--- config.mk ---
export PLATFORM = sky130hd
export DESIGN_NAME = mwuf_cell_index
export DESIGN_NICKNAME = d
export VERILOG_FILES = /design/src/hw/rtl/assert_macros.svh /design/src/hw/rtl/mwuf_pkg.sv /design/src/hw/rtl/mwuf_cell_index.sv
export SDC_FILE = /design/constraint.sdc
export NUM_CORES = 1
export LEC_CHECK = 0
export ABC_AREA = 1
export BUFFER_PORTS_ARGS = -buffer_cell sky130_fd_sc_hd__buf_4
export CAP_MARGIN = 20
export CORE_UTILIZATION = 25
export DETAILED_ROUTE_END_ITERATION = 10
export HOLD_SLACK_MARGIN = 0.05
export PLACE_DENSITY = 0.52
export SYNTH_ARGS = -nofsm -noshare
export SYNTH_HDL_FRONTEND = slang
export SYNTH_SLANG_ARGS = --single-unit
--- constraint.sdc ---
create_clock -name clk_i -period 6.6 [get_ports clk_i]
set_input_delay 0.66 -clock clk_i [delete_from_list [all_inputs] [get_ports clk_i]]
set_output_delay 0.66 -clock clk_i [all_outputs]
set_load 0.05 [all_outputs]
--- src/hw/rtl/assert_macros.svh ---
// assertion macros used by mwuf_ctrl
`ifndef ASSERT_MACROS_SVH
`define ASSERT_MACROS_SVH

// property must hold at every clock edge out of reset
`define MWUF_ASSERT(label, clk, rst_n, prop, msg) \
  label: assert property (@(posedge clk) disable iff (!rst_n) (prop)) else $error(msg);

// condition must never be seen at a clock edge out of reset
`define MWUF_ASSERT_NEVER(label, clk, rst_n, cond, msg) \
  label: assert property (@(posedge clk) disable iff (!rst_n) !(cond)) else $error(msg);

`endif

--- src/hw/rtl/mwuf_pkg.sv ---
// shared types and constants of the maze wall union-find engine
package mwuf_pkg;

  localparam int unsigned MaxRowsDef = 64;
  localparam int unsigned MaxColsDef = 64;

  // width of a saturated grid dimension, covers the full parameter range up to 256
  localparam int unsigned DimW = 9;
  // width of a grid size register
  localparam int unsigned GridW = 7;
  // width of an input cell coordinate and of a neighbor coordinate
  localparam int unsigned CoordW = 6;
  localparam int unsigned RcW = 7;
  // width of a display coordinate
  localparam int unsigned DispW = 8;

  // configuration register indexes
  localparam logic CfgGridRows = 1'b0;
  localparam logic CfgGridCols = 1'b1;

  // action codes
  localparam logic ActInit = 1'b0;
  localparam logic ActWall = 1'b1;

  // wall directions
  localparam logic DirEast  = 1'b0;
  localparam logic DirSouth = 1'b1;

  typedef enum logic [2:0] {
    StClear,
    StIdle,
    StIdxA,
    StIdxB,
    StWalk,
    StComp,
    StFindEnd,
    StDone
  } mwuf_state_e;

  typedef struct packed {
    logic              action;
    logic              invalid;
    logic [CoordW-1:0] r1;
    logic [CoordW-1:0] c1;
    logic [RcW-1:0]    r2;
    logic [RcW-1:0]    c2;
    logic [DispW-1:0]  wall_row;
    logic [DispW-1:0]  wall_col;
  } item_t;

  typedef struct packed {
    logic             carve;
    logic             invalid;
    logic [DispW-1:0] wall_row;
    logic [DispW-1:0] wall_col;
  } result_t;

endpackage

--- src/hw/rtl/mwuf_cell_index.sv ---
// shared multiply-add unit: cell index row * cols + col, registered
module mwuf_cell_index import mwuf_pkg::*; #(
  parameter int unsigned AddrW = $clog2(MaxRowsDef * MaxColsDef)
) (
  input  logic             clk_i,
  input  logic             go_i,
  input  logic [RcW-1:0]   row_i,
  input  logic [RcW-1:0]   col_i,
  input  logic [DimW-1:0]  cols_i,
  output logic [AddrW-1:0] idx_o
);

  localparam int unsigned ProdW = RcW + DimW;

  logic [ProdW-1:0] prod;
  logic [ProdW:0]   sum;
  logic [AddrW-1:0] idx_q;

  assign prod = ProdW'(row_i) * ProdW'(cols_i);
  assign sum  = {1'b0, prod} + (ProdW + 1)'(col_i);

  // in-grid cells always index below rows * cols
  always_ff @(posedge clk_i) begin
    if (go_i) begin
      idx_q <= sum[AddrW-1:0];
    end
  end

  assign idx_o = idx_q;

endmodule

## After elaboration in Yosys (flattened, before gate mapping)

Cells that the tools add are included.

- Logic and storage cells: 3
- Register bits: 12
- Input bits: 25
- Output and inout bits: 12

- Multipliers: 1
- $add $sub $neg: 1

Operator list:

| cell | number |
|---|---|
| $add 12x7->12 | 1 |
| $mul 7x9->12 | 1 |

## Logic depth before layout (Yosys ltp)

- Word-level depth: 2
- Gate-level depth with buffers: 22
- Gate-level depth less buffers: 21

## Worst setup path before layout

OpenSTA, ideal clock, no wires.

- Path type: input to register
- Start: input row_i[2]
- End: register idx_q[11], in the netlist idx_o[11], data pin
- Data required time: 6.348 ns
- Data arrival time: 4.002 ns
- Library setup time: 0.252 ns
- Stages on the path: 20
- Buffers on the path: 1
- Path slack: 2.346 ns
- Path through: clkbuf_1 -> nand2_1 -> inv_1 -> fa_1 -> inv_1 -> fa_1 -> inv_1 -> fa_1 -> inv_1 -> fa_1 -> inv_1 -> ha_1 -> nand2_1 -> inv_1 -> a21oi_1 -> nand2_1 -> nor2_1 -> inv_1 -> nand2_1 -> nand2_1

- Word-level cells in the longest chain between the ends: 2

Ends and longest elaborated chain:

| element | line | RTL |
|---|---|---|
| start: declaration | mwuf_cell_index.sv:7 | `input logic [RcW-1:0] row_i,` |
| $mul 7x9->12 | mwuf_cell_index.sv:19 | `assign prod = ProdW'(row_i) * ProdW'(cols_i);` |
| $add 12x7->12 | mwuf_cell_index.sv:20 | `assign sum = {1'b0, prod} + (ProdW + 1)'(col_i);` |
| named net sum[11] | mwuf_cell_index.sv:16 | `logic [ProdW:0] sum;` |
| end signal: assignment | mwuf_cell_index.sv:25 | `idx_q <= sum[AddrW-1:0];` |
| end: declaration | mwuf_cell_index.sv:17 | `logic [AddrW-1:0] idx_q;` |

The timed path passes the listed nets, and every way through them passes these cells.
A chain may end at the register's enable or synchronous reset.

## Worst setup path after layout

- Start: input row_i[3]
- End: register idx_q[11], in the netlist idx_o[11], data pin

Same word-level chain as after synthesis.

==> impl_metrics.yaml <==
cts:
  htreeDepth: 1
  cts_tree: "yes"
  clkTransAtPathRegs_ns: 0.05
  cts-root-buf: "clkbuf_8"
  cts_sinks: 12
  cts_resized: 0
  clockBufferDepth: 2
  cts_buffers: 3
  postCtsSetupBuffers: 0
  postCtsHoldBufs: 0
timing:
  min_period_ns: 4.155
  finalSetupViolCount: 0
  relSlewSlack_pct: 82.19
  fmax_mhz: 240.6
  tns_ns: 0
  report.final.slew_viol_count: 0
  hold_violations: 0
  period_share_pct: 62.96
  rsz0062_at_grt: "false"
  setup_slack_ns: 2.445
  worstMarginPinSlew_ns: 0.2649
critical_path:
  cp_max_fo: 10
  end_kind: "flip-flop"
  critical_path_arrival_ns: 4.15
  critPathKind: "in2reg"
  cp.required_ns: 6.59
  worst_setup_path_start_kind: "input pin"
job:
  drv_cap: 0
layout:
  syn_to_final_growth_pct: 18.46
  largest_reg_flops: 12
  drive_gt1_share_pct: 12.75
  stdcell_count: 482
  fin_util_pct: 30.78
  final_cell_mix: "inv_1 (103), nand2_1 (93), fa_1 (36), buf_4 (36), ha_1 (25)"
  fillers: 1035
  final_common_cell: "inv_1"
  nets: 440
  antenna_cells: 0
pwr:
  report.power.total_uw: 895.1
  p_clk_share_pct: 7.3
  power_frac_seq_pct: 17.1
  max-vdd-ir-drop_v: 0.0001074
  switchingPower_uw: 464.1
  p_int_uw: 431.0
  swShare_pct: 51.85
  p_leak_nw: 1.713
  pwr-share-comb_pct: 75.6
  cellPowerDensity_mw_per_mm2: 313.2
die:
  die_w_um: 100.2
  initial_core_util_pct: 25.98
  io_pins: 37
  num_rows: 35
  die-height_um: 100.2
  die_area_mm2: 0.01005
  core-area_mm2: 0.009284
global_route:
  grt_pass1_vias: 2081
  grt_pass1_wl_um: 9259
  grt_overflow: 0
  grt_max_degree: 13
  grt_antenna_before_repair: 0
  grt_usage_pct: 11.50
placement:
  place_ws_ns: 2.178
  place.gp.congestion: 0.8359
  numPortBuffers: 36
  dp_hpwl_um: 4567
  dpl.cell_count: 478
yosys:
  synth_ff_type: "edfxtp_1"
  ys_async_sr_fraction_pct: 0
  avgSynthCellArea_um2: 7.562
  synth_edf_count: 12
  ys_seq_area_share_pct: 14.94
  netlist_instances: 319
  ys_ff_latch: 12
  syn_area_mm2: 0.002412
  ys_warn_count: 0
  ys_types: 23
  synthesis.nets: 405
routing:
  wl_met2_um: 2673
  ant_nets: 0
  firstDrtPassIters: 4
  wl_met1_um: 2319
  vias_per_cell: 4.035
  wl_met3_um: 180
  routed.top_layer: "met4"
  finalWirelength_um: 5184
  route.detailed.drc: 0
  route.detailed.wl_per_inst_um: 10.76
  drt-initial-drc-count: 98
  vias: 1945
min_path:
  hold_path.startpoint: "col_i[0]"
  hold_class: "in2reg"
  min_to: "idx_o[0]$_DFFE_PP_"
  min_path_cells: 2
run_status:
  status: "finished, final reports clean"
==> cells by family (layout without fill, tap and decap cells) <==
family | count (synthesis) | count (layout) | share of synthesized area, %
AND/OR/NAND/NOR | 119 | 119 | 19.86
buffers and inverters | 111 | 145 | 17.63
flip-flops | 12 | 12 | 14.94
XOR/XNOR | 6 | 6 | 2.178
adder cells (fa/ha/maj) | 61 | 61 | 42.84
AO/OA/AOI/OAI | 10 | 10 | 2.542
==> critical path, cell delays in order <==
cell	delay (ns)
buf_4	0.15
nand2_1	0.06
inv_1	0.05
fa_1	0.52
inv_1	0.05
fa_1	0.48
inv_1	0.06
fa_1	0.53
inv_1	0.05
fa_1	0.52
inv_1	0.04
ha_1	0.35
nand2_1	0.11
inv_1	0.04
a21oi_1	0.13
nand2_1	0.06
nor2_1	0.12
inv_1	0.05
nand2_1	0.06
nand2_1	0.04
==> Yosys cell counts, types with 2 or more instances <==
cell / n / share of area (%)
xor2_1: 4 / 1.5
edfxtp_1: 12 / 15
buf_4: 2 / 0.62
a21o_1: 2 / 0.62
nand2_2: 4 / 1.0
ha_1: 25 / 13
nand3_1: 11 / 2.3
clkbuf_1: 3 / 0.47
fa_1: 36 / 30
nor2_1: 9 / 1.4
inv_1: 103 / 16
a21oi_1: 4 / 0.83
xnor2_1: 2 / 0.73
nand2_1: 93 / 14
==> per-layer routing <==
| metal | GRT usage [%] | up-vias |
|---|---|---|
| met1 | 14.17 | 927 |
| met2 | 22.18 | 37 |
| met4 | 1.003 | 0 |
| met5 | 0 | - |
| li1 | - | 979 |
| met3 | 1.253 | 2 |
==> metrics by stage <==
step	hold slack (ns)	instance area, µm²
global route	0.7280	2858
floorplan	0.7725	2412
global placement	0.9652	2813
detailed placement	0.9652	2813
finish	0.7233	2858
CTS	0.7242	2858
==> power groups by stage <==
| stage | clock network [mW] | registers, mW | logic, mW |
|---|---|---|---|
| 2_1_floorplan | 0 | 0.264 | 0.409 |
| 3_5_place_dp | 0 | 0.155 | 0.682 |
| 6_report | 0.0651 | 0.153 | 0.677 |
| 3_3_place_gp | 0 | 0.155 | 0.678 |
| 5_1_grt | 0.0711 | 0.156 | 0.775 |
| 4_1_cts | 0.0676 | 0.155 | 0.686 |
==> worst max-delay path by stage <==
stage              start                  end  slack, ns  depth (start not counted)
2_1_floorplan   row_i[2]  idx_o[11]$_DFFE_PP_       2.35                         20
3_3_place_gp   cols_i[3]  idx_o[11]$_DFFE_PP_       2.24                         18
3_5_place_dp    row_i[3]  idx_o[11]$_DFFE_PP_       2.18                         20
4_1_cts         row_i[3]  idx_o[11]$_DFFE_PP_       2.44                         20
5_1_grt         row_i[3]  idx_o[11]$_DFFE_PP_       2.21                         20
6_report        row_i[3]  idx_o[11]$_DFFE_PP_       2.44                         20
==> final cells by class <==
cell class	count	area (µm²)	share of cell area, %
Inverter	105	394.1	13.79
Tap cell	129	161.4	5.648
Multi-Input combinational cell	196	1627	56.92
Clock buffer	3	41.29	1.445
Timing Repair Buffer	36	270.3	9.457
Clock inverter	1	3.754	0.1313
Sequential cell	12	360.3	12.61
No activity file was read; power rests on OpenSTA's default activity.
