File: config.mk
export PLATFORM = sky130hd
export DESIGN_NAME = mwuf_ctrl
export DESIGN_NICKNAME = d
export VERILOG_FILES = /design/src/hw/rtl/mwuf_pkg.sv /design/src/hw/rtl/mwuf_ctrl.sv
export VERILOG_INCLUDE_DIRS = /design/src /design/src/hw/rtl
export SDC_FILE = /design/constraint.sdc
export NUM_CORES = 1
export LEC_CHECK = 0
export ABC_CLOCK_PERIOD_IN_PS = 3010
export BUFFER_PORTS_ARGS = -buffer_cell sky130_fd_sc_hd__buf_2
export CAP_MARGIN = 25
export CORE_UTILIZATION = 40
export CTS_BUF_LIST = sky130_fd_sc_hd__clkbuf_4 sky130_fd_sc_hd__clkbuf_8 sky130_fd_sc_hd__clkbuf_16
export CTS_CLUSTER_SIZE = 25
export DETAILED_ROUTE_END_ITERATION = 7
export GPL_TIMING_DRIVEN = 0
export PLACE_DENSITY_LB_ADDON = 0.2
export SLEW_MARGIN = 25
export SYNTH_ARGS = -nofsm -noshare
export SYNTH_HDL_FRONTEND = slang
export SYNTH_SLANG_ARGS = --single-unit
export TNS_END_PERCENT = 1
File: constraint.sdc
create_clock -name clk_i -period 3.01 [get_ports clk_i]
set_clock_uncertainty 0.1 [all_clocks]
set_input_delay 0 -clock clk_i [delete_from_list [all_inputs] [get_ports clk_i]]
set_output_delay 0 -clock clk_i [all_outputs]
set_load 0.02 [all_outputs]
File: src/hw/rtl/assert_macros.svh
// assertion macros used by mwuf_ctrl
`ifndef ASSERT_MACROS_SVH
`define ASSERT_MACROS_SVH

// property must hold at every clock edge out of reset
`define MWUF_ASSERT(label, clk, rst_n, prop, msg) \
  label: assert property (@(posedge clk) disable iff (!rst_n) (prop)) else $error(msg);

// condition must never be seen at a clock edge out of reset
`define MWUF_ASSERT_NEVER(label, clk, rst_n, cond, msg) \
  label: assert property (@(posedge clk) disable iff (!rst_n) !(cond)) else $error(msg);

`endif

File: src/hw/rtl/mwuf_pkg.sv
// shared types and constants of the maze wall union-find engine
package mwuf_pkg;

  localparam int unsigned MaxRowsDef = 64;
  localparam int unsigned MaxColsDef = 64;

  // width of a saturated grid dimension, covers the full parameter range up to 256
  localparam int unsigned DimW = 9;
  // width of a grid size register
  localparam int unsigned GridW = 7;
  // width of an input cell coordinate and of a neighbor coordinate
  localparam int unsigned CoordW = 6;
  localparam int unsigned RcW = 7;
  // width of a display coordinate
  localparam int unsigned DispW = 8;

  // configuration register indexes
  localparam logic CfgGridRows = 1'b0;
  localparam logic CfgGridCols = 1'b1;

  // action codes
  localparam logic ActInit = 1'b0;
  localparam logic ActWall = 1'b1;

  // wall directions
  localparam logic DirEast  = 1'b0;
  localparam logic DirSouth = 1'b1;

  typedef enum logic [2:0] {
    StClear,
    StIdle,
    StIdxA,
    StIdxB,
    StWalk,
    StComp,
    StFindEnd,
    StDone
  } mwuf_state_e;

  typedef struct packed {
    logic              action;
    logic              invalid;
    logic [CoordW-1:0] r1;
    logic [CoordW-1:0] c1;
    logic [RcW-1:0]    r2;
    logic [RcW-1:0]    c2;
    logic [DispW-1:0]  wall_row;
    logic [DispW-1:0]  wall_col;
  } item_t;

  typedef struct packed {
    logic             carve;
    logic             invalid;
    logic [DispW-1:0] wall_row;
    logic [DispW-1:0] wall_col;
  } result_t;

endpackage

File: src/hw/rtl/mwuf_ctrl.sv
// sequencer: table clearing, two root walks with path compression, link
module mwuf_ctrl import mwuf_pkg::*; #(
  parameter int unsigned Depth = MaxRowsDef * MaxColsDef,
  parameter int unsigned AddrW = $clog2(MaxRowsDef * MaxColsDef)
) (
  input  logic             clk_i,
  input  logic             rst_ni,
  input  logic             in_valid_i,
  output logic             in_ready_o,
  input  item_t            in_item_i,
  output logic             res_valid_o,
  input  logic             res_ready_i,
  output result_t          res_o,
  output logic             idx_go_o,
  output logic [RcW-1:0]   idx_row_o,
  output logic [RcW-1:0]   idx_col_o,
  input  logic [AddrW-1:0] idx_i,
  output logic             mem_re_o,
  output logic [AddrW-1:0] mem_raddr_o,
  output logic             mem_we_o,
  output logic [AddrW-1:0] mem_waddr_o,
  output logic [AddrW-1:0] mem_wdata_o,
  input  logic [AddrW-1:0] mem_rdata_i
);

`include "assert_macros.svh"

  localparam logic [AddrW-1:0] ClrLast = AddrW'(Depth - 1);

  mwuf_state_e state_q, state_d;
  item_t            item_q;
  logic [AddrW-1:0] start_q, cur_q, root_q, root_a_q, clr_q;
  logic             second_q, init_q, carve_q;

  logic parent_is_cur, parent_is_root, start_is_cur;

  assign parent_is_cur  = (mem_rdata_i == cur_q);
  assign parent_is_root = (mem_rdata_i == root_q);
  assign start_is_cur   = (start_q == cur_q);

  always_comb begin
    state_d = state_q;
    unique case (state_q)
      StClear: begin
        if (clr_q == ClrLast) begin
          state_d = init_q ? StDone : StIdle;
        end
      end
      StIdle: begin
        if (in_valid_i) begin
          if (in_item_i.action == ActInit) begin
            state_d = StClear;
          end else if (in_item_i.invalid) begin
            state_d = StDone;
          end else begin
            state_d = StIdxA;
          end
        end
      end
      StIdxA: state_d = StIdxB;
      StIdxB: state_d = StWalk;
      StWalk: begin
        if (parent_is_cur) begin
          state_d = start_is_cur ? StFindEnd : StComp;
        end
      end
      StComp: begin
        if (parent_is_root) begin
          state_d = StFindEnd;
        end
      end
      StFindEnd: state_d = second_q ? StDone : StWalk;
      StDone: begin
        if (res_ready_i) begin
          state_d = StIdle;
        end
      end
      default: state_d = StIdle;
    endcase
  end

  always_comb begin
    in_ready_o  = 1'b0;
    res_valid_o = 1'b0;
    idx_go_o    = 1'b0;
    idx_row_o   = RcW'(item_q.r1);
    idx_col_o   = RcW'(item_q.c1);
    mem_re_o    = 1'b0;
    mem_raddr_o = mem_rdata_i;
    mem_we_o    = 1'b0;
    mem_waddr_o = cur_q;
    mem_wdata_o = root_q;
    unique case (state_q)
      StClear: begin
        mem_we_o    = 1'b1;
        mem_waddr_o = clr_q;
        mem_wdata_o = clr_q;
      end
      StIdle: in_ready_o = 1'b1;
      StIdxA: idx_go_o = 1'b1;
      StIdxB: begin
        idx_go_o    = 1'b1;
        idx_row_o   = item_q.r2;
        idx_col_o   = item_q.c2;
        mem_re_o    = 1'b1;
        mem_raddr_o = idx_i;
      end
      StWalk: begin
        if (!parent_is_cur) begin
          mem_re_o = 1'b1;
        end else if (!start_is_cur) begin
          // root found, restart at the first node for the compression pass
          mem_re_o    = 1'b1;
          mem_raddr_o = start_q;
        end
      end
      StComp: begin
        mem_we_o = 1'b1;
        mem_re_o = !parent_is_root;
      end
      StFindEnd: begin
        if (!second_q) begin
          mem_re_o    = 1'b1;
          mem_raddr_o = idx_i;
        end else if (root_a_q != root_q) begin
          mem_we_o    = 1'b1;
          mem_waddr_o = root_a_q;
        end
      end
      StDone: res_valid_o = 1'b1;
      default: ;
    endcase
  end

  always_ff @(posedge clk_i or negedge rst_ni) begin
    if (!rst_ni) begin
      state_q  <= StClear;
      clr_q    <= '0;
      second_q <= 1'b0;
      init_q   <= 1'b0;
      carve_q  <= 1'b0;
    end else begin
      state_q <= state_d;
      if (state_q == StClear) begin
        clr_q <= (clr_q == ClrLast) ? '0 : clr_q + AddrW'(1);
      end
      if (state_q == StIdle && in_valid_i) begin
        second_q <= 1'b0;
        carve_q  <= 1'b0;
        init_q   <= (in_item_i.action == ActInit);
      end
      if (state_q == StFindEnd) begin
        second_q <= 1'b1;
        if (second_q) begin
          carve_q <= (root_a_q != root_q);
        end
      end
    end
  end

  always_ff @(posedge clk_i) begin
    unique case (state_q)
      StIdle: begin
        if (in_valid_i) begin
          item_q <= in_item_i;
        end
      end
      StIdxB: begin
        start_q <= idx_i;
        cur_q   <= idx_i;
      end
      StWalk: begin
        if (parent_is_cur) begin
          root_q <= cur_q;
          cur_q  <= start_q;
        end else begin
          cur_q <= mem_rdata_i;
        end
      end
      StComp: cur_q <= mem_rdata_i;
      StFindEnd: begin
        if (!second_q) begin
          root_a_q <= root_q;
          start_q  <= idx_i;
          cur_q    <= idx_i;
        end
      end
      default: ;
    endcase
  end

  assign res_o.carve    = carve_q;
  assign res_o.invalid  = item_q.invalid;
  assign res_o.wall_row = item_q.wall_row;
  assign res_o.wall_col = item_q.wall_col;

  `MWUF_ASSERT(a_rw_apart, clk_i, rst_ni, mem_re_o && mem_we_o |-> mem_raddr_o != mem_waddr_o, "read and write hit one entry")
  `MWUF_ASSERT(a_one_item, clk_i, rst_ni, in_valid_i && in_ready_o |=> !in_ready_o, "beat taken while busy")
  `MWUF_ASSERT(a_raddr_range, clk_i, rst_ni, mem_re_o |-> 32'(mem_raddr_o) < Depth, "read beyond table")
  `MWUF_ASSERT_NEVER(a_carve_ok, clk_i, rst_ni, res_valid_o && res_o.carve && res_o.invalid, "carve on invalid wall")

endmodule

Word level (Yosys, flattened, before mapping)

Index checks and enable logic that the tools add are counted.

Bits in registers: 109
Input bits: 72
Output and inout port bits: 73
Word-level logic and storage cells: 92

Add/sub/neg operators: 1
Eq/ne operators: 18
Multiplexer cells: 41
Bitwise logic cells: 2
Reductions and logical operators: 14

Operator list:

| cell                    | number |
|---|---|
| $mux W12                | 9 |
| $pmux W12 S2            | 2 |
| $pmux W12 S4            | 1 |
| $eq A12 B12 Y1          | 3 |
| $pmux W12 S3            | 1 |
| $mux W3                 | 8 |
| $pmux W3 S8             | 1 |
| $mux W7                 | 2 |
| $mux W1                 | 13 |
| $add A12 B1 Y12 const B | 1 |
| $eq A12 B12 Y1 const B  | 1 |
| $eq A3 B3 Y1 const B    | 4 |
| $ne A12 B12 Y1          | 1 |
| $ne A2 B2 Y1 const B    | 5 |
| $reduce_and A2 Y1       | 5 |
| $eq A3 B2 Y1 const B    | 2 |
| $reduce_and A5 Y1       | 1 |
| $mux W2                 | 2 |
| $pmux W1 S4             | 1 |
| $reduce_bool A2 Y1      | 2 |
| $reduce_bool A4 Y1      | 1 |
| $reduce_or A2 Y1        | 2 |
| $eq A3 B1 Y1 const B    | 1 |
| $logic_not A3 Y1        | 1 |
| 5 further kinds         | 6 |

Depth between registers and ports, before layout

Gate-level depths: netlist of the first run.

Depth in word-level cells: 5
Depth in mapped cells: 8
Depth with buffers taken out: 7

Least setup slack after synthesis of the first run

OpenSTA, ideal clock, no wires.

Path type: reg-to-reg
From: register state_q[2]
To: register item_q[16] (netlist bit) (enable)
Setup time: 0.448 ns
Data arrival time: 2.728 ns
Required time: 2.462 ns
Path slack: -0.266 ns
Stages on the path, launching flop included: 5
Buffers on the path: 1
Period minus slack after synthesis: 3.276 ns
Path through: dfrtp_1 -> buf_2 -> nor2b_1 -> nand2_1 -> nor2_1

Longest elaborated chain between the ends: 2

Ends and longest elaborated chain:

| item                               | RTL line         | RTL |
|---|---|---|
| start: declaration                 | mwuf_ctrl.sv:30  | `mwuf_state_e state_q, state_d;` |
| start signal: assignment           | mwuf_ctrl.sv:137 | `state_q <= StClear;` |
| start signal: assignment           | mwuf_ctrl.sv:143 | `state_q <= state_d;` |
| $eq A3 B1 Y1                       | mwuf_ctrl.sv:162 | `unique case (state_q)` |
| $reduce_and A2 Y1 (no source line) | n/a              |  |
| end signal: assignment             | mwuf_ctrl.sv:165 | `item_q <= in_item_i;` |
| end: declaration                   | mwuf_ctrl.sv:31  | `item_t item_q;` |

No other way between the ends.
A chain may end at the register's enable or synchronous reset.

Final worst setup path of the first run

From: register cur_q[4]
To: output mem_raddr_o[0]

Longest elaborated chain between the ends: 4
Elaborated cells on any way between the ends: 5
Those cells by class: eq/ne: 2; mux: 3

Ends and longest elaborated chain:

| item                     | RTL line         | RTL |
|---|---|---|
| start: declaration       | mwuf_ctrl.sv:32  | `logic [AddrW-1:0] start_q, cur_q, root_q, root_a_q, clr_q;` |
| start signal: assignment | mwuf_ctrl.sv:170 | `cur_q <= idx_i;` |
| start signal: assignment | mwuf_ctrl.sv:175 | `cur_q <= start_q;` |
| start signal: assignment | mwuf_ctrl.sv:177 | `cur_q <= mem_rdata_i;` |
| $eq A12 B12 Y1           | mwuf_ctrl.sv:39  | `assign start_is_cur = (start_q == cur_q);` |
| $mux W12                 | mwuf_ctrl.sv:111 | `end else if (!start_is_cur) begin` |
| $mux W12 *               | mwuf_ctrl.sv:109 | `if (!parent_is_cur) begin` |
| $pmux W12 S3 *           | mwuf_ctrl.sv:93  | `unique case (state_q)` |
| end: declaration         | mwuf_ctrl.sv:19  | `output logic [AddrW-1:0] mem_raddr_o,` |

Every way passes the cells marked *; elsewhere a longest branch is shown, timed or not.

==> results of run 1 <==
## layout by cell type (no fill, tap or decap), types with 4 or more instances in the layout
cell and count:
sky130_fd_sc_hd__buf_2 151, sky130_fd_sc_hd__edfxtp_1 91, sky130_fd_sc_hd__dlygate4sd3_1 70, sky130_fd_sc_hd__xnor2_1 27, sky130_fd_sc_hd__xor2_1 26, sky130_fd_sc_hd__a21o_1 25
sky130_fd_sc_hd__and2_1 24, sky130_fd_sc_hd__a221o_1 21, sky130_fd_sc_hd__buf_4 20, sky130_fd_sc_hd__nand2_1 19, sky130_fd_sc_hd__dfrtp_1 18, sky130_fd_sc_hd__nor2_1 16
sky130_fd_sc_hd__o21ai_0 13, sky130_fd_sc_hd__a22o_1 12, sky130_fd_sc_hd__mux2_2 12, sky130_fd_sc_hd__nand3_1 11, sky130_fd_sc_hd__clkbuf_1 9, sky130_fd_sc_hd__clkbuf_16 9
sky130_fd_sc_hd__nand4_1 8, sky130_fd_sc_hd__a21oi_1 8, sky130_fd_sc_hd__inv_1 4, sky130_fd_sc_hd__nor2b_1 4, sky130_fd_sc_hd__and3_1 4
## worst min-delay path by stage
stage                                      end  slack, ns  depth (start not counted)
after CTS                 second_q$_DFFE_PN0P_      0.009                          4
final                       init_q$_DFFE_PN0P_       0.01                          2
after floorplan              carve_q$_DFF_PN0_      -0.40                          0
after global routing      second_q$_DFFE_PN0P_       0.03                          4
after global placement       carve_q$_DFF_PN0_      -0.13                          1
after detailed placement     carve_q$_DFF_PN0_      -0.13                          1
## cell type report
class	count	area, sq um	share of cell area, %
well taps	176	220	2.96
clock buffers	9	225	3.03
repair buffers	216	1460	19.6
clock inverters	7	81.3	1.09
inverters	4	15.0	0.202
flip-flops and latches	109	3180	42.8
multi-input cells	271	2020	27.2
plain buffers	38	239	3.21
## timing repair
item,4_1_cts,5_1_grt
hold buffers,70,0
resized for setup,0,0
endpoints found under the hold margin,88,0
## routing by layer
| metal | global-route usage [%] | up-vias | part of all wire [%] |
|---|---|---|---|
| li1 | - | 2028 | - |
| met1 | 26.5 | 2055 | 46 |
| met2 | 34.9 | 103 | 49 |
| met5 | 0 | - | 0 |
| met3 | 2.75 | 16 | 3.0 |
| met4 | 7.04 | 0 | 1.6 |
## per-stage QoR
step | TNS [ns] | hold WS [ns] | instance area [sq um] | power [uW] | cells
6_report | 0 | 0.0147 | 7440 | 5780 | 830
5_1_grt | 0 | 0.0308 | 7440 | 6080 | 830
4_1_cts | 0 | 0.00945 | 7440 | 5810 | 830
3_5_place_dp | 0 | -0.135 | 6430 | 4480 | 744
3_3_place_gp | -15.36 | -0.133 | 6390 | 4430 | 742
2_1_floorplan | 0 | -0.396 | 5450 | 3760 | 422
## registers in the layout (all words and copies together) (netlist names)
signal	count
item_q	26
res_o	17
clr_q	12
cur_q	12
root_a_q	12
root_q	12
start_q	12
state_q	3
carve_q	1
init_q	1
second_q	1
## cell families (layout without fill, tap and decap cells)
family,count (synthesis),in the layout,synth area share [%]
buf+inv,42,274,4.66
xor+xnor,53,53,8.52
mux,13,13,2.66
fa+ha+maj,1,1,0.230
compound gates,94,94,13.6
simple gates,110,110,11.9
flops,109,109,58.4
## power groups by stage
stage                     registers (uW)  logic, uW  clock network (uW)
after floorplan                     2210       1540                   0
after global placement              2300       2130                   0
after detailed placement            2310       2170                   0
after CTS                           2280       2260                1280
after global routing                2320       2440                1320
final                               2280       2250                1250
## cells in the mapped netlist, types with 2 or more instances
library cell	instances	share of area [%]
sky130_fd_sc_hd__a41o_1	2	0.37
sky130_fd_sc_hd__nand2b_1	3	0.34
sky130_fd_sc_hd__nand2_1	19	1.3
sky130_fd_sc_hd__a221o_1	21	3.9
sky130_fd_sc_hd__a221o_2	3	0.62
sky130_fd_sc_hd__and3_1	4	0.46
sky130_fd_sc_hd__o31ai_1	3	0.41
sky130_fd_sc_hd__nor4_1	3	0.34
sky130_fd_sc_hd__nand4_1	8	0.92
sky130_fd_sc_hd__xnor2_1	27	4.3
sky130_fd_sc_hd__mux2_2	12	2.5
sky130_fd_sc_hd__inv_1	4	0.28
sky130_fd_sc_hd__nand3_1	11	1.0
sky130_fd_sc_hd__nor4_2	3	0.69
sky130_fd_sc_hd__o21ai_0	13	1.2
sky130_fd_sc_hd__xor2_1	26	4.2
sky130_fd_sc_hd__nor2_1	17	1.2
sky130_fd_sc_hd__nor2b_1	4	0.46
sky130_fd_sc_hd__a22o_1	12	1.9
sky130_fd_sc_hd__clkbuf_1	9	0.62
sky130_fd_sc_hd__edfxtp_1	91	50
sky130_fd_sc_hd__and2_1	24	2.8
sky130_fd_sc_hd__a21oi_1	8	0.74
sky130_fd_sc_hd__dfrtp_1	18	8.3
sky130_fd_sc_hd__buf_2	7	0.64
sky130_fd_sc_hd__buf_6	2	0.41
sky130_fd_sc_hd__a21o_1	25	3.4
sky130_fd_sc_hd__buf_4	19	2.6
sky130_fd_sc_hd__nor3_1	2	0.18
==> impl_results.rst, run 1 <==
.. list-table::
   :header-rows: 1

   * - Metric
     - Value
   * - Status
     - finished clean
   * - Peak supply drop
     - 0.000335 V
   * - Nature of the critical path endpoint
     - output pin
   * - Endpoint of the most critical register-to-register path
     - cur_q[4]$_DFFE_PP_
   * - DRC errors left
     - 0
   * - Setup violators final
     - 0
   * - Instance count on the critical path
     - 8
   * - Largest stage delay, worst path
     - roughly 0.5 ns
   * - Detailed router's first-iteration violation count
     - 257
   * - Launching element type of the critical path
     - register
   * - Post-synthesis cell area
     - around 5400 sq um
   * - Syn Nets
     - 495
   * - Vias in the first global route
     - 4,307
   * - Fmax
     - 0.356 GHz
   * - Fraction of layout instances using a drive strength above 1
     - roughly 33%
   * - Floorplan core area
     - around 13,000 sq um
   * - Slew of the pin with the lowest slew margin
     - around 0.67 ns
   * - GRT Resource Usage Total
     - roughly 20%
   * - Reg2Reg Setup Slack
     - ~0.63 ns
   * - DIE HEIGHT
     - 119 microns
   * - Power density of the placed cells
     - a little under 800 nW/um^2
   * - Number of max-cap violations
     - 0
   * - Clock tree from TritonCTS
     - built
   * - Number of input and output port buffers inserted
     - between 100 and 150
   * - Post-CTS repair timing setup buffer count
     - 0
   * - Static leakage
     - around 0.0031 uW
   * - Layout overhead on the synthesized area
     - 36.6%
   * - Cell-internal power
     - ~3600 uW
   * - CP top delay family
     - simple AND/OR/NAND/NOR gates
   * - Final core utilization
     - ~56%
   * - Cell count after synthesis
     - between 400 and 500
   * - Effective utilization at floorplan
     - 41.1%
   * - Final-report hold violation count
     - 0
   * - Warnings from Yosys
     - 0
   * - Maximum count of clock buffers along a single path
     - 2
   * - Critical path required time
     - ~2.9 ns
   * - Yosys reg bits
     - between 100 and 150
   * - Die boundary width
     - 119 microns
   * - Arr. time, crit path
     - around 2.7 ns
   * - Crit path max fanout
     - 10
   * - Combinational cell fraction of total power
     - between 30% and 40%
   * - Area enclosed by the die boundary
     - about 14,000 sq um
   * - Number of nets in the finished design
     - 722
   * - Type of the setup path with the least slack
     - reg2out
   * - Post-layout worst setup margin
     - between 0.15 and 0.2 ns
   * - Average cell area after synthesis
     - approximately 13 sq um
   * - Maximum number of pins on one net before global-route repair
     - 26
   * - I/O pin count
     - 145
   * - First-pass detailed-route iteration total
     - 4
   * - Switching power share of the total
     - a little under two fifths
   * - FFs w/ async S/R, synth
     - 16.5%
   * - Final antenna diode count
     - 0
   * - Post-route minimum period
     - ~2.8 ns
   * - Class of the most critical hold timing path
     - in2async
   * - Startpoint of the worst-slack reg-to-reg timing path
     - cur_q[4]$_DFFE_PP_
   * - Std cell rows
     - 42
   * - Root buf cell
     - sky130_fd_sc_hd__clkbuf_16
   * - Primary FF master, synth
     - sky130_fd_sc_hd__edfxtp_1
   * - Relative contribution of sequential cells to total power
     - slightly below 40%
   * - Global placer's final weighted congestion
     - approximately 0.80
   * - Routed vias
     - 4,202
   * - Post-detail-place hpwl
     - approximately 9.8 mm
   * - Share of the clock period used by the worst path after layout
     - between 90% and 100%
   * - Post-synth cell types
     - 51
   * - Net switching power
     - around 2200 uW
   * - Avg Vias per Cell
     - 5.06
   * - Clock network latency to the later pin of the worst-skew pair
     - between 0.3 and 0.4 ns
   * - Post-route ant nets
     - 0
   * - R2R depth
     - 7
   * - Setup WS pre-CTS
     - between 0.5 and 0.6 ns
   * - Library cell contributing the largest single delay on the critical path
     - sky130_fd_sc_hd__edfxtp_1
   * - Depth of the CTS H-tree
     - 3
   * - Worst Setup EP
     - mem_raddr_o[0]
   * - Total grt overflow
     - 0
   * - Portion of the post-synthesis area used by sequential elements
     - roughly three fifths
   * - CTS buffer count
     - 9
   * - Clock sinks
     - between 100 and 150
   * - Buf/Inv on CP
     - 2
   * - First-pass GRT wire length
     - roughly 22 mm
   * - Max-Slew Margin vs Limit
     - between 50 and 60%
   * - Total wire length after detailed routing
     - about 14 mm
   * - Number of inserted filler cells in the final layout
     - 1,178
   * - EDFF count, synth
     - 91
   * - Series of cell instances along the critical path
     - xor2_1 > nor4_1 > nand3_1 > nor3b_2 > nor2_1 > buf_6 > a221o_1 > buf_2
   * - Average wire per standard cell
     - roughly 17 microns
   * - Clock-pin transition on the worst setup and hold timing paths
     - approximately 0.080 ns
   * - Unrepaired setup endpoints after global routing
     - false
   * - Max-slew violations
     - 0
   * - Clock Power Share
     - a little over a fifth
   * - Initial antenna violation count
     - 0
   * - Timing startpoint of the critical path
     - cur_q[4]$_DFFE_PP_
Note: power is estimated with default switching activity, not from simulation.
==> inputs of run 2 (changes only) <==
- RECOVER_POWER: not set -> 50
==> run 2 against run 1 <==
- global-route usage unchanged
- cell count unchanged
- setup slack worse by 0.0081 ns
- clock-buffer cell count unchanged
- maximum frequency down 0.29%
- non-clock buffer count unchanged
- first-iteration DRC count down 6.2%
- critical endpoint is now mem_raddr_o[6]
- largest cell class unchanged
- highest routed layer unchanged
==> impl_results.rst, run 2 (synthesis gave the netlist of run 1 again) <==
.. list-table::
   :header-rows: 1

   * - Metric
     - Value
   * - Effective utilization at floorplan
     - 41.1% (unchanged)
   * - Slew of the pin with the lowest slew margin
     - 1.05 ns (+0.388 ns)
   * - Layout overhead on the synthesized area
     - 35.3%
   * - Global placer's final weighted congestion
     - 0.796 (unchanged)
   * - Number of stages on the worst hold path
     - 4
   * - Post-route minimum period
     - 2.82 ns (+0.00811 ns)
   * - Detailed router's first-iteration violation count
     - 241 (-6.2%)
   * - Maximum count of clock buffers along a single path
     - 2 (unchanged)
   * - Static leakage
     - 0.00302 uW (-4.1%)
   * - Critical path required time
     - 2.91 ns (about the same)
   * - Finished layout cell area
     - 7370 sq um (-0.96%)
   * - Power density of the placed cells
     - 781 nW/um^2 (+0.60%)
   * - Combinational cell fraction of total power
     - 38.7% (-0.2 points)
   * - Class of the most critical hold timing path
     - in2reg
   * - Number of input and output port buffers inserted
     - 144 (unchanged)
   * - Terminating pin of the worst hold path
     - second_q$_DFFE_PN0P_
   * - Clock tree from TritonCTS
     - built
   * - Routed vias
     - 4,189 (-0.31%)
   * - Post-CTS repair timing setup buffer count
     - 0 (unchanged)
   * - Nature of the critical path endpoint
     - output pin
   * - First-pass detailed-route iteration total
     - 5 (+1)
   * - Total wire length after detailed routing
     - 13.9 mm (+0.31%)
   * - Floorplan core area
     - 13,200 sq um (unchanged)
   * - Clock Power Share
     - 21.6% (about the same)
   * - Clock network latency to the later pin of the worst-skew pair
     - 0.36 ns (about the same)
   * - Reg2Reg Setup Slack
     - 0.51 ns (-0.12 ns)
   * - Commonest non-fill, non-tap cell in the layout
     - sky130_fd_sc_hd__buf_2
   * - GRT Resource Usage Total
     - 20.4% (unchanged)
   * - Post-detail-place hpwl
     - 9.83 mm (unchanged)
   * - Final standard cell count with taps included and fillers excluded
     - 830 (unchanged)
   * - Peak supply drop
     - 0.000337 V (+0.62%)
   * - Max reg flops
     - 26 (unchanged)
   * - Final-report hold violation count
     - 0 (unchanged)
   * - R2R depth
     - 7 (unchanged)
   * - Unrepaired setup endpoints after global routing
     - false
   * - Crit path max fanout
     - 10 (unchanged)
   * - Switching power share of the total
     - 37.8% (+0.052 points)
   * - CTS buffer count
     - 9 (unchanged)
   * - Startpoint of the worst-slack reg-to-reg timing path
     - clr_q[0]$_DFFE_PN0P_
   * - Initial antenna violation count
     - 0 (unchanged)
   * - Max-Slew Margin vs Limit
     - 29.8% (-26 points)
   * - Launching element type of the critical path
     - register
   * - Depth of the CTS H-tree
     - 3 (unchanged)
   * - Std cell rows
     - 42 (unchanged)
   * - Hold Buf Count CTS
     - 70 (unchanged)
   * - Cell Count Post-Placement
     - 744 (unchanged)
   * - Count of instances resized after the clock tree is built
     - 0 (unchanged)
   * - Setup violators final
     - 0 (unchanged)
   * - Overall power consumption
     - 5760 uW (-0.37%)
   * - Max-slew violations
     - 0 (unchanged)
   * - Total grt overflow
     - 0 (unchanged)
   * - Commonest cells after routing, fill and taps aside
     - 115 x sky130_fd_sc_hd__buf_2, 91 x sky130_fd_sc_hd__edfxtp_1, 70 x sky130_fd_sc_hd__dlygate4sd3_1
   * - I/O pin count
     - 145 (unchanged)
   * - Fmax
     - 0.355 GHz (-0.29%)
   * - Cell-internal power
     - 3580 uW (-0.45%)
   * - Number of max-cap violations
     - 0 (unchanged)
   * - Post-layout worst setup margin
     - 0.191 ns (-0.00811 ns)
   * - Avg Vias per Cell
     - 5.05 (-0.31%)
   * - Met2 Routed Length
     - 6.88 mm (+0.69%)
   * - DIE HEIGHT
     - 119 microns (unchanged)
   * - Final core utilization
     - 55.7% (-0.54 points)
   * - Die boundary width
     - 119 microns (unchanged)
   * - Endpoint of the most critical register-to-register path
     - state_q[0]$_DFFE_PN0P_
   * - Status
     - finished clean
   * - Vias in the first global route
     - 4,307 (unchanged)
   * - Average wire per standard cell
     - 16.8 microns (+0.31%)
   * - Hold wc startpoint
     - in_valid_i
   * - First-pass GRT wire length
     - 22.1 mm (unchanged)
   * - Post-route ant nets
     - 0 (unchanged)
   * - Arr. time, crit path
     - 2.72 ns (about the same)
   * - Number of nets in the finished design
     - 722 (unchanged)
   * - Maximum number of pins on one net before global-route repair
     - 26 (unchanged)
   * - Final antenna diode count
     - 0 (unchanged)
   * - Register ranked first by flip-flop count
     - item_q
   * - Share of the clock period used by the worst path after layout
     - 93.7% (+0.27 points)
   * - Clock sinks
     - 109 (unchanged)
   * - Met1 Wirelength
     - 6.41 mm (about the same)
   * - Fraction of layout instances using a drive strength above 1
     - 27.4% (-6.1 points)
   * - Setup WS pre-CTS
     - 0.552 ns (unchanged)
   * - DRC errors left
     - 0 (unchanged)
   * - DP Area
     - 6430 sq um (unchanged)
   * - Type of the setup path with the least slack
     - reg2out
   * - Net switching power
     - 2170 uW (-0.23%)
   * - Root buf cell
     - sky130_fd_sc_hd__clkbuf_16
   * - Area enclosed by the die boundary
     - 14,100 sq um (unchanged)
   * - Highest metal used
     - met4
   * - Relative contribution of sequential cells to total power
     - 39.7% (+0.2 points)
   * - Met3 wire length
     - 443 microns (+5.5%)
   * - Clock-pin transition on the worst setup and hold timing paths
     - 0.08 ns (about the same)
## run 2: cell type report
| class | instances | area, sq um |
|---|---|---|
| plain buffers | 38 | 238 |
| clock buffers | 9 | 225 |
| clock inverters | 7 | 81.3 |
| fillers | 1202 | 5870 |
| inverters | 4 | 15.0 |
| multi-input cells | 271 | 2000 |
| flip-flops and latches | 109 | 3180 |
| well taps | 176 | 220 |
| repair buffers | 216 | 1410 |
## run 2: how the worst max path moves through the flow
stage | startpoint | end | slack [ns] | depth (start not counted)
floorplan | state_q[0]$_DFFE_PN0P_ | mem_raddr_o[0] | 0.30 | 8
global placement | state_q[0]$_DFFE_PN0P_ | mem_raddr_o[0] | -0.55 | 9
detailed placement | cur_q[4]$_DFFE_PP_ | mem_raddr_o[0] | 0.55 | 8
CTS | cur_q[4]$_DFFE_PP_ | mem_raddr_o[0] | 0.14 | 8
global route | cur_q[4]$_DFFE_PP_ | mem_raddr_o[0] | 0.05 | 8
finish | cur_q[4]$_DFFE_PP_ | mem_raddr_o[6] | 0.19 | 8
## run 2: critical path: stages (launching register included)
cell	delay, ns
sky130_fd_sc_hd__edfxtp_1	0.50
sky130_fd_sc_hd__xor2_1	0.20
sky130_fd_sc_hd__nor4_1	0.38
sky130_fd_sc_hd__nand3_1	0.28
sky130_fd_sc_hd__nor3b_2	0.24
sky130_fd_sc_hd__nor2_1	0.25
sky130_fd_sc_hd__buf_6	0.19
sky130_fd_sc_hd__a221o_1	0.17
sky130_fd_sc_hd__buf_2	0.16
## run 2: stage by stage
stage	hold WS (ns)	setup TNS (ns)
global route	0.0306	0
floorplan	-0.396	0
finish	0.0165	0
CTS	0.00945	0
detailed placement	-0.135	0
global placement	-0.133	-15.36
## run 2: power groups by stage
stage | combinational, uW | clock [uW] | sequential, uW
detailed placement | 2170 | 0 | 2310
global route | 2420 | 1320 | 2320
floorplan | 1540 | 0 | 2210
global placement | 2130 | 0 | 2300
finish | 2230 | 1240 | 2280
CTS | 2260 | 1280 | 2280
## run 2: metal layers
| metal | vias up | global-route usage [%] |
|---|---|---|
| met5 | - | 0 |
| met4 | 0 | 7.04 |
| met3 | 14 | 2.75 |
| met2 | 98 | 34.9 |
| met1 | 2047 | 26.5 |
| li1 | 2030 | - |
